$ cat src/rtl/tvp_pkg.sv
// ----------------------------------------------------------------------------
// tvp_pkg
// Shared types and constants of the trapezoidal velocity profiler: channel
// payloads, profile phase codes and configuration register indexes.
// ----------------------------------------------------------------------------
package tvp_pkg;

  localparam int unsigned PosW    = 32;  // signed fixed-point position
  localparam int unsigned VelW    = 32;  // signed fixed-point velocity
  localparam int unsigned CfgW    = 31;  // width of the numeric registers
  localparam int unsigned PhaseW  = 4;
  localparam int unsigned CfgIdxW = 3;
  localparam int unsigned CfgDatW = 32;

  // serial multiplier geometry: 32-bit multiplicand, 34-bit multiplier
  localparam int unsigned MulAW = 32;
  localparam int unsigned MulBW = 34;
  localparam int unsigned MulPW = MulAW + MulBW;

  localparam logic [CfgW-1:0] MaxVelRst    = 31'd3932160;
  localparam logic [CfgW-1:0] AccelRateRst = 31'd13107200;
  localparam logic [CfgW-1:0] AccelStepRst = 31'd13107;
  localparam logic [CfgW-1:0] DeadbandRst  = 31'd3277;

  typedef enum logic [PhaseW-1:0] {
    PH_NONE      = 4'd0,
    PH_UP_ACCEL  = 4'd1,
    PH_UP_CRUISE = 4'd2,
    PH_UP_DECEL  = 4'd3,
    PH_UP_ZERO   = 4'd4,
    PH_DN_ACCEL  = 4'd5,
    PH_DN_CRUISE = 4'd6,
    PH_DN_DECEL  = 4'd7,
    PH_DN_ZERO   = 4'd8,
    PH_HOLD      = 4'd9
  } phase_e;

  typedef enum logic [CfgIdxW-1:0] {
    CFG_MAX_VELOCITY = 3'd0,
    CFG_ACCEL_RATE   = 3'd1,
    CFG_ACCEL_STEP   = 3'd2,
    CFG_DEADBAND     = 3'd3,
    CFG_AUTO_HOLD    = 3'd4
  } cfg_idx_e;

  typedef struct packed {
    logic signed [PosW-1:0] measured_position;
    logic signed [PosW-1:0] target_position;
    logic                   new_target;
  } in_item_t;

  typedef struct packed {
    logic signed [VelW-1:0] velocity_command;
    logic [PhaseW-1:0]      profile_phase;
    logic                   arrived;
  } out_item_t;

  typedef struct packed {
    logic [CfgIdxW-1:0] addr;
    logic [CfgDatW-1:0] wdata;
  } cfg_item_t;

endpackage

$ cat src/rtl/tvp_stream_if.sv
// ----------------------------------------------------------------------------
// tvp_stream_if
// Valid/ready channel carrying one payload item of type T per handshake.
// ----------------------------------------------------------------------------
interface tvp_stream_if #(
  parameter type T = logic
);

  logic valid;
  logic ready;
  T     data;

  modport source (output valid, output data, input ready);
  modport sink (input valid, input data, output ready);

endinterface

$ cat src/rtl/tvp_digit_mul.sv
// ----------------------------------------------------------------------------
// tvp_digit_mul
// Radix-4 digit-serial shift-add multiplier: one 2-bit digit of the
// multiplier per cycle, product shifts in from the top of the low word.
// ----------------------------------------------------------------------------
module tvp_digit_mul #(
  parameter int unsigned AW = 32,  // multiplicand width
  parameter int unsigned BW = 34   // multiplier width, even
) (
  input  logic            clk_i,
  input  logic            rst_ni,
  input  logic            start_i,
  input  logic [AW-1:0]   mcand_i,
  input  logic [BW-1:0]   mplier_i,
  output logic [AW+BW-1:0] prod_o,
  output logic            done_o
);

  localparam int unsigned Steps = BW / 2;
  localparam int unsigned CntW  = $clog2(Steps + 1);

  logic [AW-1:0]   hi_q;
  logic [BW-1:0]   lo_q;
  logic [AW-1:0]   mcd_q;
  logic [CntW-1:0] cnt_q, cnt_d;
  logic            done_q, done_d;
  logic [AW+1:0]   sum;

  // partial sum stays below 4 * 2^AW, so the upper word never overflows
  always_comb begin
    sum = {2'b00, hi_q}
        + (lo_q[0] ? {2'b00, mcd_q} : '0)
        + (lo_q[1] ? {1'b0, mcd_q, 1'b0} : '0);
  end

  always_comb begin
    cnt_d  = cnt_q;
    done_d = 1'b0;
    if (start_i) begin
      cnt_d = CntW'(Steps);
    end else if (cnt_q != '0) begin
      cnt_d  = cnt_q - CntW'(1);
      done_d = (cnt_q == CntW'(1));
    end
  end

  always_ff @(posedge clk_i or negedge rst_ni) begin
    if (!rst_ni) begin
      cnt_q  <= '0;
      done_q <= 1'b0;
    end else begin
      cnt_q  <= cnt_d;
      done_q <= done_d;
    end
  end

  always_ff @(posedge clk_i) begin
    if (start_i) begin
      hi_q  <= '0;
      lo_q  <= mplier_i;
      mcd_q <= mcand_i;
    end else if (cnt_q != '0) begin
      hi_q <= sum[AW+1:2];
      lo_q <= {sum[1:0], lo_q[BW-1:2]};
    end
  end

  assign prod_o = {hi_q, lo_q};
  assign done_o = done_q;

  a_start_loads_count: assert property (@(posedge clk_i) disable iff (!rst_ni)
    start_i |=> cnt_q == CntW'(Steps))
    else $error("digit counter not loaded on start");

  a_done_when_empty: assert property (@(posedge clk_i) disable iff (!rst_ni)
    done_q |-> cnt_q == '0)
    else $error("done raised while digits remain");

  a_done_after_last: assert property (@(posedge clk_i) disable iff (!rst_ni)
    done_q |-> $past(cnt_q) == CntW'(1))
    else $error("done raised without a last digit step");

endmodule

$ cat src/rtl/trapezoid_velocity_profiler_core.sv
// ----------------------------------------------------------------------------
// trapezoid_velocity_profiler_core
// Trapezoidal velocity profile generator: one velocity command and profile
// phase per control tick, braking check done by two digit-serial multipliers.
// ----------------------------------------------------------------------------
// an accepted item runs S_ERR, S_RAMP, S_LOAD, S_MUL, S_FIN; no new item is
// taken until its result is loaded; S_MUL covers the 17 radix-4 digit steps of
//   the two serial multipliers (v*v and error*2*accel) running side by side
// a stalled output holds the finishing stage until the result slot frees
// reset: velocity 0, phase none, registers at their documented defaults
module trapezoid_velocity_profiler_core
  import tvp_pkg::*;
(
  input logic          clk_i,
  input logic          rst_ni,
  tvp_stream_if.sink   in_i,
  tvp_stream_if.source out_o,
  tvp_stream_if.sink   cfg_i
);

  typedef enum logic [5:0] {
    S_IDLE = 6'b000001,
    S_ERR  = 6'b000010,
    S_RAMP = 6'b000100,
    S_LOAD = 6'b001000,
    S_MUL  = 6'b010000,
    S_FIN  = 6'b100000
  } state_e;

  function automatic logic [VelW-1:0] sat_vel(input logic [VelW+1:0] x);
    logic [VelW-1:0] r;
    if (x[VelW+1:VelW-1] == 3'b000 || x[VelW+1:VelW-1] == 3'b111) begin
      r = x[VelW-1:0];
    end else if (x[VelW+1]) begin
      r = {1'b1, {(VelW-1){1'b0}}};
    end else begin
      r = {1'b0, {(VelW-1){1'b1}}};
    end
    return r;
  endfunction

  state_e state_q, state_d;

  // configuration
  logic [CfgW-1:0] max_vel_q, accel_rate_q, accel_step_q, deadband_q;
  logic            auto_hold_q;

  // profile state
  logic [VelW-1:0] velocity_q;
  phase_e          phase_q;

  // per-item work registers
  logic [PosW:0]   err_q, nerr_q;
  logic            newt_q;
  logic [PosW:0]   aerr_q;
  logic            arr_q;
  logic [VelW-1:0] wv_q;
  phase_e          wph_q;

  // output slot
  logic      out_valid_q;
  out_item_t out_data_q;

  logic [PosW:0]   meas_x, tgt_x;
  logic [PosW:0]   aerr;
  logic            arrived, far;
  phase_e          ph0, ph1;
  logic [VelW-1:0] v1;

  logic [VelW-1:0] vmax, neg_vmax, v_plus, v_minus, va;
  logic [VelW:0]   rng;
  logic            above_neg;
  phase_e          pha;

  logic [VelW-1:0]  sq_mcand;
  logic             mul_start;
  logic [MulPW-1:0] sq_prod, pd_prod;
  logic             sq_done, pd_done;

  logic            s_ge_p, err_ge0, err_le0;
  logic [VelW-1:0] vf;
  phase_e          phf;
  logic            out_load;

  assign in_i.ready  = (state_q == S_IDLE);
  assign cfg_i.ready = 1'b1;
  assign out_o.valid = out_valid_q;
  assign out_o.data  = out_data_q;

  // error and its negation both taken at capture, so the magnitude is a select
  assign meas_x = {in_i.data.measured_position[PosW-1], in_i.data.measured_position};
  assign tgt_x  = {in_i.data.target_position[PosW-1], in_i.data.target_position};

  // arrival test and phase selection
  always_comb begin
    aerr    = err_q[PosW] ? nerr_q : err_q;
    arrived = aerr < {2'b00, deadband_q};
    far     = aerr > {2'b00, deadband_q};
    ph0     = newt_q ? PH_UP_ZERO : phase_q;
    ph1     = ph0;
    v1      = velocity_q;
    if (ph0 != PH_HOLD) begin
      if (arrived) begin
        v1 = '0;
        if (auto_hold_q) begin
          ph1 = PH_HOLD;
        end
      end else if (far) begin
        ph1 = err_q[PosW] ? PH_UP_ACCEL : PH_DN_ACCEL;
      end
    end
  end

  // ramp up to cruise, or step along the acceleration
  always_comb begin
    vmax      = {1'b0, max_vel_q};
    neg_vmax  = ~{1'b0, max_vel_q} + VelW'(1);
    v_plus    = sat_vel({wv_q[VelW-1], wv_q[VelW-1], wv_q} + {3'b000, accel_step_q});
    v_minus   = sat_vel({wv_q[VelW-1], wv_q[VelW-1], wv_q} - {3'b000, accel_step_q});
    rng       = {wv_q[VelW-1], wv_q} + {2'b00, max_vel_q};
    above_neg = !rng[VelW] && (rng != '0);
    va        = wv_q;
    pha       = wph_q;
    if (wph_q == PH_UP_ACCEL && $signed(wv_q) < $signed(vmax)) begin
      va = v_plus;
    end else if (wph_q == PH_UP_ACCEL || wph_q == PH_UP_CRUISE) begin
      pha = PH_UP_CRUISE;
      va  = vmax;
    end
    if (wph_q == PH_DN_ACCEL && above_neg) begin
      va = v_minus;
    end else if (wph_q == PH_DN_ACCEL || wph_q == PH_DN_CRUISE) begin
      pha = PH_DN_CRUISE;
      va  = neg_vmax;
    end
  end

  // braking distance test: floor(v*v / 2a) >= e  <=>  v*v >= e * 2a
  assign mul_start = (state_q == S_LOAD);
  assign sq_mcand  = wv_q[VelW-1] ? (~wv_q + VelW'(1)) : wv_q;

  tvp_digit_mul #(
    .AW(MulAW),
    .BW(MulBW)
  ) u_sq_mul (
    .clk_i   (clk_i),
    .rst_ni  (rst_ni),
    .start_i (mul_start),
    .mcand_i (sq_mcand),
    .mplier_i({2'b00, sq_mcand}),
    .prod_o  (sq_prod),
    .done_o  (sq_done)
  );

  tvp_digit_mul #(
    .AW(MulAW),
    .BW(MulBW)
  ) u_dist_mul (
    .clk_i   (clk_i),
    .rst_ni  (rst_ni),
    .start_i (mul_start),
    .mcand_i ({accel_rate_q, 1'b0}),
    .mplier_i({1'b0, aerr_q}),
    .prod_o  (pd_prod),
    .done_o  (pd_done)
  );

  // deceleration and end-of-ramp clamp; wv_q holds the ramped velocity here
  always_comb begin
    s_ge_p  = sq_prod >= pd_prod;
    err_ge0 = !err_q[PosW];
    err_le0 = err_q[PosW] || (err_q == '0);
    vf      = wv_q;
    phf     = wph_q;
    if (!vf[VelW-1] && vf != '0 && (err_ge0 || s_ge_p)) begin
      if (phf == PH_UP_CRUISE || phf == PH_UP_ACCEL) begin
        phf = PH_UP_DECEL;
      end
      if (phf == PH_UP_DECEL) begin
        vf = v_minus;
      end
    end
    if (vf[VelW-1] || vf == '0) begin
      if (phf == PH_UP_DECEL) begin
        phf = PH_UP_ZERO;
      end
      if (phf == PH_UP_ZERO) begin
        vf = '0;
      end
    end
    if (vf[VelW-1] && (err_le0 || s_ge_p)) begin
      if (phf == PH_DN_CRUISE || phf == PH_DN_ACCEL) begin
        phf = PH_DN_DECEL;
      end
      if (phf == PH_DN_DECEL) begin
        vf = v_plus;
      end
    end
    if (!vf[VelW-1]) begin
      if (phf == PH_DN_DECEL) begin
        phf = PH_DN_ZERO;
      end
      if (phf == PH_DN_ZERO) begin
        vf = '0;
      end
    end
    if (phf == PH_HOLD) begin
      vf = '0;
    end
  end

  assign out_load = (state_q == S_FIN) && (!out_valid_q || out_o.ready);

  always_comb begin
    state_d = state_q;
    case (state_q)
      S_IDLE: begin
        if (in_i.valid) begin
          state_d = S_ERR;
        end
      end
      S_ERR:  state_d = S_RAMP;
      S_RAMP: state_d = S_LOAD;
      S_LOAD: state_d = S_MUL;
      S_MUL: begin
        if (sq_done && pd_done) begin
          state_d = S_FIN;
        end
      end
      S_FIN: begin
        if (out_load) begin
          state_d = S_IDLE;
        end
      end
      default: state_d = S_IDLE;
    endcase
  end

  always_ff @(posedge clk_i or negedge rst_ni) begin
    if (!rst_ni) begin
      state_q      <= S_IDLE;
      velocity_q   <= '0;
      phase_q      <= PH_NONE;
      out_valid_q  <= 1'b0;
      max_vel_q    <= MaxVelRst;
      accel_rate_q <= AccelRateRst;
      accel_step_q <= AccelStepRst;
      deadband_q   <= DeadbandRst;
      auto_hold_q  <= 1'b0;
    end else begin
      state_q <= state_d;
      if (out_load) begin
        velocity_q  <= vf;
        phase_q     <= phf;
        out_valid_q <= 1'b1;
      end else if (out_o.ready) begin
        out_valid_q <= 1'b0;
      end
      if (cfg_i.valid) begin
        case (cfg_idx_e'(cfg_i.data.addr))
          CFG_MAX_VELOCITY: max_vel_q    <= cfg_i.data.wdata[CfgW-1:0];
          CFG_ACCEL_RATE:   accel_rate_q <= cfg_i.data.wdata[CfgW-1:0];
          CFG_ACCEL_STEP:   accel_step_q <= cfg_i.data.wdata[CfgW-1:0];
          CFG_DEADBAND:     deadband_q   <= cfg_i.data.wdata[CfgW-1:0];
          CFG_AUTO_HOLD:    auto_hold_q  <= cfg_i.data.wdata[0];
          default: ;
        endcase
      end
    end
  end

  always_ff @(posedge clk_i) begin
    if (in_i.valid && state_q == S_IDLE) begin
      err_q  <= meas_x - tgt_x;
      nerr_q <= tgt_x - meas_x;
      newt_q <= in_i.data.new_target;
    end
    if (state_q == S_ERR) begin
      aerr_q <= aerr;
      arr_q  <= arrived;
      wv_q   <= v1;
      wph_q  <= ph1;
    end
    if (state_q == S_RAMP) begin
      wv_q  <= va;
      wph_q <= pha;
    end
    if (out_load) begin
      out_data_q.velocity_command <= vf;
      out_data_q.profile_phase    <= phf;
      out_data_q.arrived          <= arr_q;
    end
  end

  a_hold_means_stopped: assert property (@(posedge clk_i) disable iff (!rst_ni)
    phase_q == PH_HOLD |-> velocity_q == '0)
    else $error("hold phase with nonzero velocity");

  a_phase_in_range: assert property (@(posedge clk_i) disable iff (!rst_ni)
    phase_q <= PH_HOLD)
    else $error("profile phase code out of range");

  a_result_from_finish: assert property (@(posedge clk_i) disable iff (!rst_ni)
    $rose(out_valid_q) |-> $past(state_q) == S_FIN)
    else $error("result item raised outside the finishing stage");

endmodule

$ cat src/flat_wrapper.sv
// flat-port wrapper written by rule: the top's interface ports become plain ports
module trapezoid_velocity_profiler_core_flat import tvp_pkg::*;
  (clk_i, rst_ni, in_i_valid, in_i_data, in_i_ready, out_o_valid, out_o_data, out_o_ready, cfg_i_valid, cfg_i_data, cfg_i_ready);
  tvp_stream_if #(.T(in_item_t)) in_i_i ();
  tvp_stream_if #(.T(out_item_t)) out_o_i ();
  tvp_stream_if #(.T(cfg_item_t)) cfg_i_i ();
  input logic clk_i;
  input logic rst_ni;
  input wire logic [$bits(in_i_i.valid)-1:0] in_i_valid;
  input wire logic [$bits(in_i_i.data)-1:0] in_i_data;
  output wire logic [$bits(in_i_i.ready)-1:0] in_i_ready;
  output wire logic [$bits(out_o_i.valid)-1:0] out_o_valid;
  output wire logic [$bits(out_o_i.data)-1:0] out_o_data;
  input wire logic [$bits(out_o_i.ready)-1:0] out_o_ready;
  input wire logic [$bits(cfg_i_i.valid)-1:0] cfg_i_valid;
  input wire logic [$bits(cfg_i_i.data)-1:0] cfg_i_data;
  output wire logic [$bits(cfg_i_i.ready)-1:0] cfg_i_ready;
  assign in_i_i.valid = in_i_valid;
  assign in_i_i.data = in_i_data;
  assign in_i_ready = in_i_i.ready;
  assign out_o_valid = out_o_i.valid;
  assign out_o_data = out_o_i.data;
  assign out_o_i.ready = out_o_ready;
  assign cfg_i_i.valid = cfg_i_valid;
  assign cfg_i_i.data = cfg_i_data;
  assign cfg_i_ready = cfg_i_i.ready;
  trapezoid_velocity_profiler_core u_core (.clk_i(clk_i), .rst_ni(rst_ni), .in_i(in_i_i), .out_o(out_o_i), .cfg_i(cfg_i_i));
endmodule
$ cat config.mk
export PLATFORM = sky130hd
export DESIGN_NAME = trapezoid_velocity_profiler_core_flat
export DESIGN_NICKNAME = d
export VERILOG_FILES = /design/src/rtl/tvp_pkg.sv /design/src/rtl/tvp_stream_if.sv /design/src/rtl/tvp_digit_mul.sv /design/src/rtl/trapezoid_velocity_profiler_core.sv /design/src/flat_wrapper.sv
export SDC_FILE = /design/constraint.sdc
export NUM_CORES = 2
export LEC_CHECK = 0
export BUFFER_PORTS_ARGS = -buffer_cell sky130_fd_sc_hd__buf_2
export CORE_MARGIN = 3
export CORE_UTILIZATION = 58
export CTS_CLUSTER_SIZE = 10
export DETAILED_ROUTE_END_ITERATION = 12
export PLACE_DENSITY_LB_ADDON = 0.3
export SETUP_SLACK_MARGIN = 0.15
export SLEW_MARGIN = 20
export SYNTH_ARGS = -nofsm -noshare
export SYNTH_HDL_FRONTEND = slang
export SYNTH_SLANG_ARGS = --single-unit
$ cat constraint.sdc
create_clock -name clk_i -period 5.5 [get_ports clk_i]
set_input_delay 0.275 -clock clk_i [delete_from_list [all_inputs] [get_ports clk_i]]
set_output_delay 0.275 -clock clk_i [all_outputs]
set_load 0.1 [all_outputs]
## After elaboration in Yosys (flattened, before gate mapping)

Index checks and enable logic that the tools add are counted.

| storage, ports and cells | value |
|---|---|
| register bits | 549 |
| bits of input ports | 105 |

| operators by class | value |
|---|---|
| magnitude comparators | 4 |
| mux-type cells | 69 |
| equal/unequal tests | 32 |
| reductions and logical operators | 43 |
| bitwise operators | 2 |
| $add $sub $neg | 13 |

Operators by type and width:

| operator | number |
|---|---|
| $mux 32 | 25 |
| $mux 33 | 5 |
| $sub 32x32->33 | 3 |
| $mux 4 | 23 |
| $add 32x34->34 | 2 |
| $add 34x33->34 | 2 |
| $add 32x32->33 | 2 |
| $ge 66x66->1 | 1 |
| $add 32x1->32 const B | 2 |
| $pmux 6 s6 | 1 |
| $gt 33x31->1 | 1 |
| $logic_not 33->1 | 1 |
| $lt 33x31->1 | 1 |
| $reduce_bool 33->1 | 1 |
| $logic_not 32->1 | 1 |
| $lt 32x32->1 | 1 |
| $not 31->32 | 1 |
| $not 32->32 | 1 |
| $reduce_bool 32->1 | 1 |
| $mux 31 | 1 |
| $eq 4x3->1 const B | 7 |
| $mux 5 | 4 |
| $mux 6 | 3 |
| $eq 4x2->1 const B | 3 |
| 27 further kinds | 70 |

## Logic depth before layout (Yosys ltp)

| logic depth | value |
|---|---|
| word-level depth | 23 |
| depth in mapped cells | 27 |

## Cells and area by module

A second synthesis with hierarchy kept.

| second synthesis, totals | value |
|---|---|
| cell total of the unflattened synthesis | 4477 |
| area, all modules | 41373.4 sq um |

By module, submodules not included:

| module | instances | cells each | area an instance (sq um) | sequential area each (sq um) |
|---|---|---|---|---|
| trapezoid_velocity_profiler_core | 1 | 3222 | 27985.6 | 9427.8 |
| tvp_digit_mul (u_core.u_dist_mul) | 1 | 641 | 6784.0 | 2772.7 |
| tvp_digit_mul (u_core.u_sq_mul) | 1 | 614 | 6603.8 | 2772.7 |

## Least setup slack after synthesis

No wires, ideal clock.

| timing path | value |
|---|---|
| kind | register to register |
| start | register u_core.wv_q[2] |
| end | register u_core.wv_q[7] (data pin) |
| clock period less this slack | 5898 ps |
| data arrival time | 5641 ps |
| cell stages (with the launch flop) | 23 |
| path buffers | 2 |
| path slack | -398 ps |
| cell sequence | edfxtp_1 > ha_1 > buf_2 > nand2b_1 > a221oi_1 > o41ai_1 > a211oi_1 > a31oi_1 > o41ai_2 > o311ai_1 > a2111o_1 > nor3b_1 > o31ai_1 > a211oi_1 > ha_1 > clkinv_1 > nor3_1 > a21boi_0 > clkbuf_1 > a22oi_1 > a222oi_1 > nand2_1 > a22o_1 |

| between the ends | value |
|---|---|
| longest elaborated chain between the ends | 8 |
| elaborated cells on any way between the ends | 23 |

Ends and longest elaborated chain:

| what | RTL line | source |
|---|---|---|
| start, declared | trapezoid_velocity_profiler_core.sv:57 | `logic [VelW-1:0] wv_q;` |
| start signal, assigned | trapezoid_velocity_profiler_core.sv:281 | `wv_q <= v1;` |
| start signal, assigned | trapezoid_velocity_profiler_core.sv:285 | `wv_q <= va;` |
| $add 32x32->33 | trapezoid_velocity_profiler_core.sv:118 | `v_plus = sat_vel({wv_q[VelW-1], wv_q[VelW-1], wv_q} + {3'b000, accel_step_q});` |
| $eq 3x3->1 / $logic_not 3->1 (equally long branches) | trapezoid_velocity_profiler_core.sv:32 | `if (x[VelW+1:VelW-1] == 3'b000 \|\| x[VelW+1:VelW-1] == 3'b111) begin` |
| $logic_or 1x1->1 | trapezoid_velocity_profiler_core.sv:32 |  |
| $mux 32 | trapezoid_velocity_profiler_core.sv:32 |  |
| $mux 32 | trapezoid_velocity_profiler_core.sv:124 | `if (wph_q == PH_UP_ACCEL && $signed(wv_q) < $signed(vmax)) begin` |
| $mux 32 | trapezoid_velocity_profiler_core.sv:132 | `end else if (wph_q == PH_DN_ACCEL \|\| wph_q == PH_DN_CRUISE) begin` |
| $mux 32 (*) | trapezoid_velocity_profiler_core.sv:130 | `if (wph_q == PH_DN_ACCEL && above_neg) begin` |
| $mux 32 (*) | trapezoid_velocity_profiler_core.sv:284 | `if (state_q == S_RAMP) begin` |

Mark *: on every way between the ends. The rest lies on a longest branch, timed or not.
A chain may end at the register's enable or synchronous reset.

## Worst setup path after layout

| timing path | value |
|---|---|
| start | register u_core.accel_step_q[0] |
| end | register u_core.out_data_q, in the netlist u_core.out_o.data[6] (data pin) |

| between the ends | value |
|---|---|
| longest elaborated chain between the ends | 21 |
| elaborated cells on any way between the ends | 38 |

Ends and longest elaborated chain:

| what | RTL line | source |
|---|---|---|
| start, declared | trapezoid_velocity_profiler_core.sv:45 | `logic [CfgW-1:0] max_vel_q, accel_rate_q, accel_step_q, deadband_q;` |
| start signal, assigned | trapezoid_velocity_profiler_core.sv:247 | `accel_step_q <= AccelStepRst;` |
| start signal, assigned | trapezoid_velocity_profiler_core.sv:263 | `CFG_ACCEL_STEP: accel_step_q <= cfg_i.data.wdata[CfgW-1:0];` |
| $sub 32x32->33 | trapezoid_velocity_profiler_core.sv:119 | `v_minus = sat_vel({wv_q[VelW-1], wv_q[VelW-1], wv_q} - {3'b000, accel_step_q});` |
| $eq 3x3->1 / $logic_not 3->1 (equally long branches) | trapezoid_velocity_profiler_core.sv:32 |  |
| $logic_or 1x1->1 | trapezoid_velocity_profiler_core.sv:32 |  |
| $mux 32 | trapezoid_velocity_profiler_core.sv:32 |  |
| $mux 32 | trapezoid_velocity_profiler_core.sv:179 | `if (phf == PH_UP_DECEL) begin` |
| $mux 32 | trapezoid_velocity_profiler_core.sv:175 | `if (!vf[VelW-1] && vf != '0 && (err_ge0 \|\| s_ge_p)) begin` |
| $logic_not 32->1 | trapezoid_velocity_profiler_core.sv:183 | `if (vf[VelW-1] \|\| vf == '0) begin` |
| $logic_or 1x1->1 | trapezoid_velocity_profiler_core.sv:183 |  |
| [6 not listed] | n/a |  |
| $eq 4x3->1 | trapezoid_velocity_profiler_core.sv:200 | `if (phf == PH_DN_DECEL) begin` |
| $mux 4 | trapezoid_velocity_profiler_core.sv:200 |  |
| $mux 4 | trapezoid_velocity_profiler_core.sv:199 | `if (!vf[VelW-1]) begin` |
| $eq 4x4->1 | trapezoid_velocity_profiler_core.sv:203 | `if (phf == PH_DN_ZERO) begin` |
| $mux 31 | trapezoid_velocity_profiler_core.sv:203 |  |
| $mux 32 | trapezoid_velocity_profiler_core.sv:199 |  |
| $mux 32 (*) | trapezoid_velocity_profiler_core.sv:207 | `if (phf == PH_HOLD) begin` |
| net u_core.vf[1] | trapezoid_velocity_profiler_core.sv:81 | `logic [VelW-1:0] vf;` |
| end, declared | trapezoid_velocity_profiler_core.sv:62 | `out_item_t out_data_q;` |

The timed path passes the listed nets; every way through them passes the cells marked *. The select of a mux whose other input is x is not followed.

==> qor.yml <==
drc_errors: 0
power_density_nw_per_um2: 577
seq_area_frac_synth: 0.368
critPathLaunchType: "flip-flop"
die_area_um2: 73100
wl_mm: 146
timing.hold.ws_ps: 15.2
cts_inserted_buffers: 69
drv_cap: 0
core_um2: 68900
regArea_um2: 14900
p_leak_nw: 21.3
grt_max_degree: 140
syn_avg_cell_area_um2: 8.88
htree_levels: 3
ys_seq_elements: 548
worstMarginPinSlew_ps: 1210
clk_latency_ps: 640
dr.pass1.iters: 8
grtUsageTotal: 0.387
syn_inst: 4564
finalHoldViolCount: 0
portBuffers: 142
gp_congestion: 1.08
final_layout_size_suffix_gt1_frac: 0.182
netlist_area_um2: 40500
final_cell_mix: "668 x nand2_1, 472 x inv_1, 352 x ha_1"
die_h_um: 270
synthToLayoutAreaGrowth_pct: 17.9
r2r_slack_ps: -100
finalCriticalPeriod_ps: 5600
cp-startpoint: "u_core.accel_step_q[0]"
dp_hpwl_mm: 107
hp-class: "in2reg"
drt_iter0_drc: 4767
endpoint_kind: "flip-flop"
maxSlewViolCount: 0
fmax_ghz: 0.178
synth_nets: 5097
vias_per_cell: 6.33
first_global_vias: 35243
worst_slack_ps: -104
multiInputGateArea_um2: 24200
r2r_start: "u_core.accel_step_q[0]"
cts.root.buffer_cell: "clkbuf_16"
finalSetupViolations: 44
synth_edf_count: 301
rsz0062_at_grt: "yes"
vias: 37406
fin_skew_ps: 36.6
synth_top_flop_cell: "edfxtp_1"
violations: "negative setup slack"
relSlewSlack: 0.186
n_fill_cell: 5494
worstPathRequired_ps: 5860
clk_pin_slew_ps: 60
gr-total-overflow: 0
max-vdd-ir-drop_v: 0.000359
period_share: 1.02
r2r-end: "u_core.out_o.data[6]"
grt_pass1_wl_mm: 216
std_cell_rows: 96
die_w_um: 270
critPathKind: "reg2reg"
io_pins: 145
crit_end: "u_core.out_o.data[6]"
power_w: 0.0276
ys_async_sr_fraction: 0.328
yosysWarnings: 0
clockBufferDepth: 3
synth_cell_type_count: 102
critPathMaxFanout: 8
cts_tree: "done"
start_util: 0.588
cts_sinks: 548
cp.arrival_ps: 5970
r2r_cells: 25
status: "finished with violations"
antenna_found_initial: 8
nets: 5445
drt-wirelength-per-cell_um: 24.7
ant_nets: 0
final_common_cell: "nand2_1"
[cell families (layout without fill, tap and decap cells)]
| group | count (synthesis) | in the layout | synth area share |
|---|---|---|---|
| buffers and inverters | 684 | 1084 | 0.0652 |
| adder cells (fa/ha/maj) | 428 | 428 | 0.145 |
| flip-flops | 548 | 548 | 0.368 |
| multiplexers | 119 | 119 | 0.0327 |
| XOR/XNOR | 190 | 190 | 0.0410 |
| AO/OA/AOI/OAI | 1158 | 1159 | 0.186 |
| other | 1 | 9 | 0.0000925 |
| AND/OR/NAND/NOR | 1436 | 1440 | 0.162 |
[per-layer routing]
metal	vias up	global-route usage	share of wire
li1	16800	-	-
met3	485	0.123	0.13
met1	17944	0.517	0.39
met5	-	0	0.0011
met4	12	0.198	0.065
met2	2165	0.565	0.42
[report_power, final]
group,total [W],switching [W],internal (W)
registers,0.00662,0.000809,0.00581
logic,0.0165,0.00967,0.00687
clock network,0.00440,0.00189,0.00251
[sequential cells by signal, indices dropped and copies added (netlist names), 33 cells and up]
| name | count |
|---|---|
| u_core.u_dist_mul.lo_q | 34 |
| u_core.out_o.data | 37 |
| u_core.u_sq_mul.lo_q | 34 |
| u_core.nerr_q | 33 |
| u_core.aerr_q | 33 |
[per-stage QoR]
| step | instance area (um2) | setup slack (ps) | std cells | utilization | TNS, ps |
|---|---|---|---|---|---|
| after floorplan | 40600 | 151 | 4564 | - | 0 |
| after global routing | 47800 | -216 | 5904 | 0.693 | -13110 |
| after CTS | 46700 | 100 | 5872 | 0.677 | 0 |
| final | 47800 | -104 | 5908 | 0.693 | -2990 |
| after detailed placement | 44000 | -603 | 5719 | 0.638 | -39900 |
| after global placement | 44000 | -492 | 5719 | 0.638 | -32100 |
[cell type report]
class | instances | share of cell area
Antenna cell | 8 | 0.000419
Tap cell | 931 | 0.0244
Timing Repair Buffer | 475 | 0.0750
Clock buffer | 114 | 0.0412
Sequential cell | 548 | 0.312
Multi-Input combinational cell | 3337 | 0.505
Inverter | 481 | 0.0379
Clock inverter | 14 | 0.00348
[cell usage after synthesis, types with 100 or more instances]
master / instances / area share
inv_1: 476 / 0.044
clkbuf_1: 153 / 0.014
ha_1: 360 / 0.11
mux2_2: 108 / 0.030
edfxtp_1: 301 / 0.22
xnor2_1: 152 / 0.033
dfrtp_1: 157 / 0.097
a21oi_1: 319 / 0.039
nand2_1: 668 / 0.062
a21o_1: 100 / 0.019
nor2_1: 250 / 0.023
o21ai_0: 259 / 0.032
[worst min-delay path by stage]
stage | start | endpoint | cells past startpoint
floorplan | rst_ni | u_core.accel_rate_q[0] | 0
global placement | rst_ni | u_core.max_vel_q[29] | 1
detailed placement | rst_ni | u_core.max_vel_q[30] | 1
CTS | cfg_i_data[5] | u_core.accel_step_q[5] | 3
global route | cfg_i_data[8] | u_core.accel_step_q[8] | 3
finish | cfg_i_data[5] | u_core.accel_step_q[5] | 3
[worst max-delay path, stage by stage (launching register included)]
cell,delay (ps)
dfstp_2,560
ha_4,150
fa_2,230
nand2b_4,70
a221oi_4,320
o41ai_4,130
a211oi_2,240
buf_4,180
a31oi_4,110
o41ai_4,270
o311ai_2,160
a2111o_1,460
nor3b_4,170
o31ai_4,270
a211oi_2,120
buf_4,170
ha_4,150
nor2_4,170
buf_6,120
nand3_2,70
a31o_4,260
a221o_1,320
o21ai_4,200
buf_12,210
buf_12,160
a21oi_2,50
[repair_timing]
| action | in CTS | in global routing |
|---|---|---|
| cloned | 4 | 5 |
| pin swaps | 44 | 97 |
| endpoints found under the setup margin | 104 | 109 |
| hold buffers | 6 | 0 |
| endpoints found under the hold margin | 48 | 0 |
| resized for setup | 61 | 174 |
| setup buffers | 15 | 23 |
Note: power is estimated with default switching activity, not from simulation.
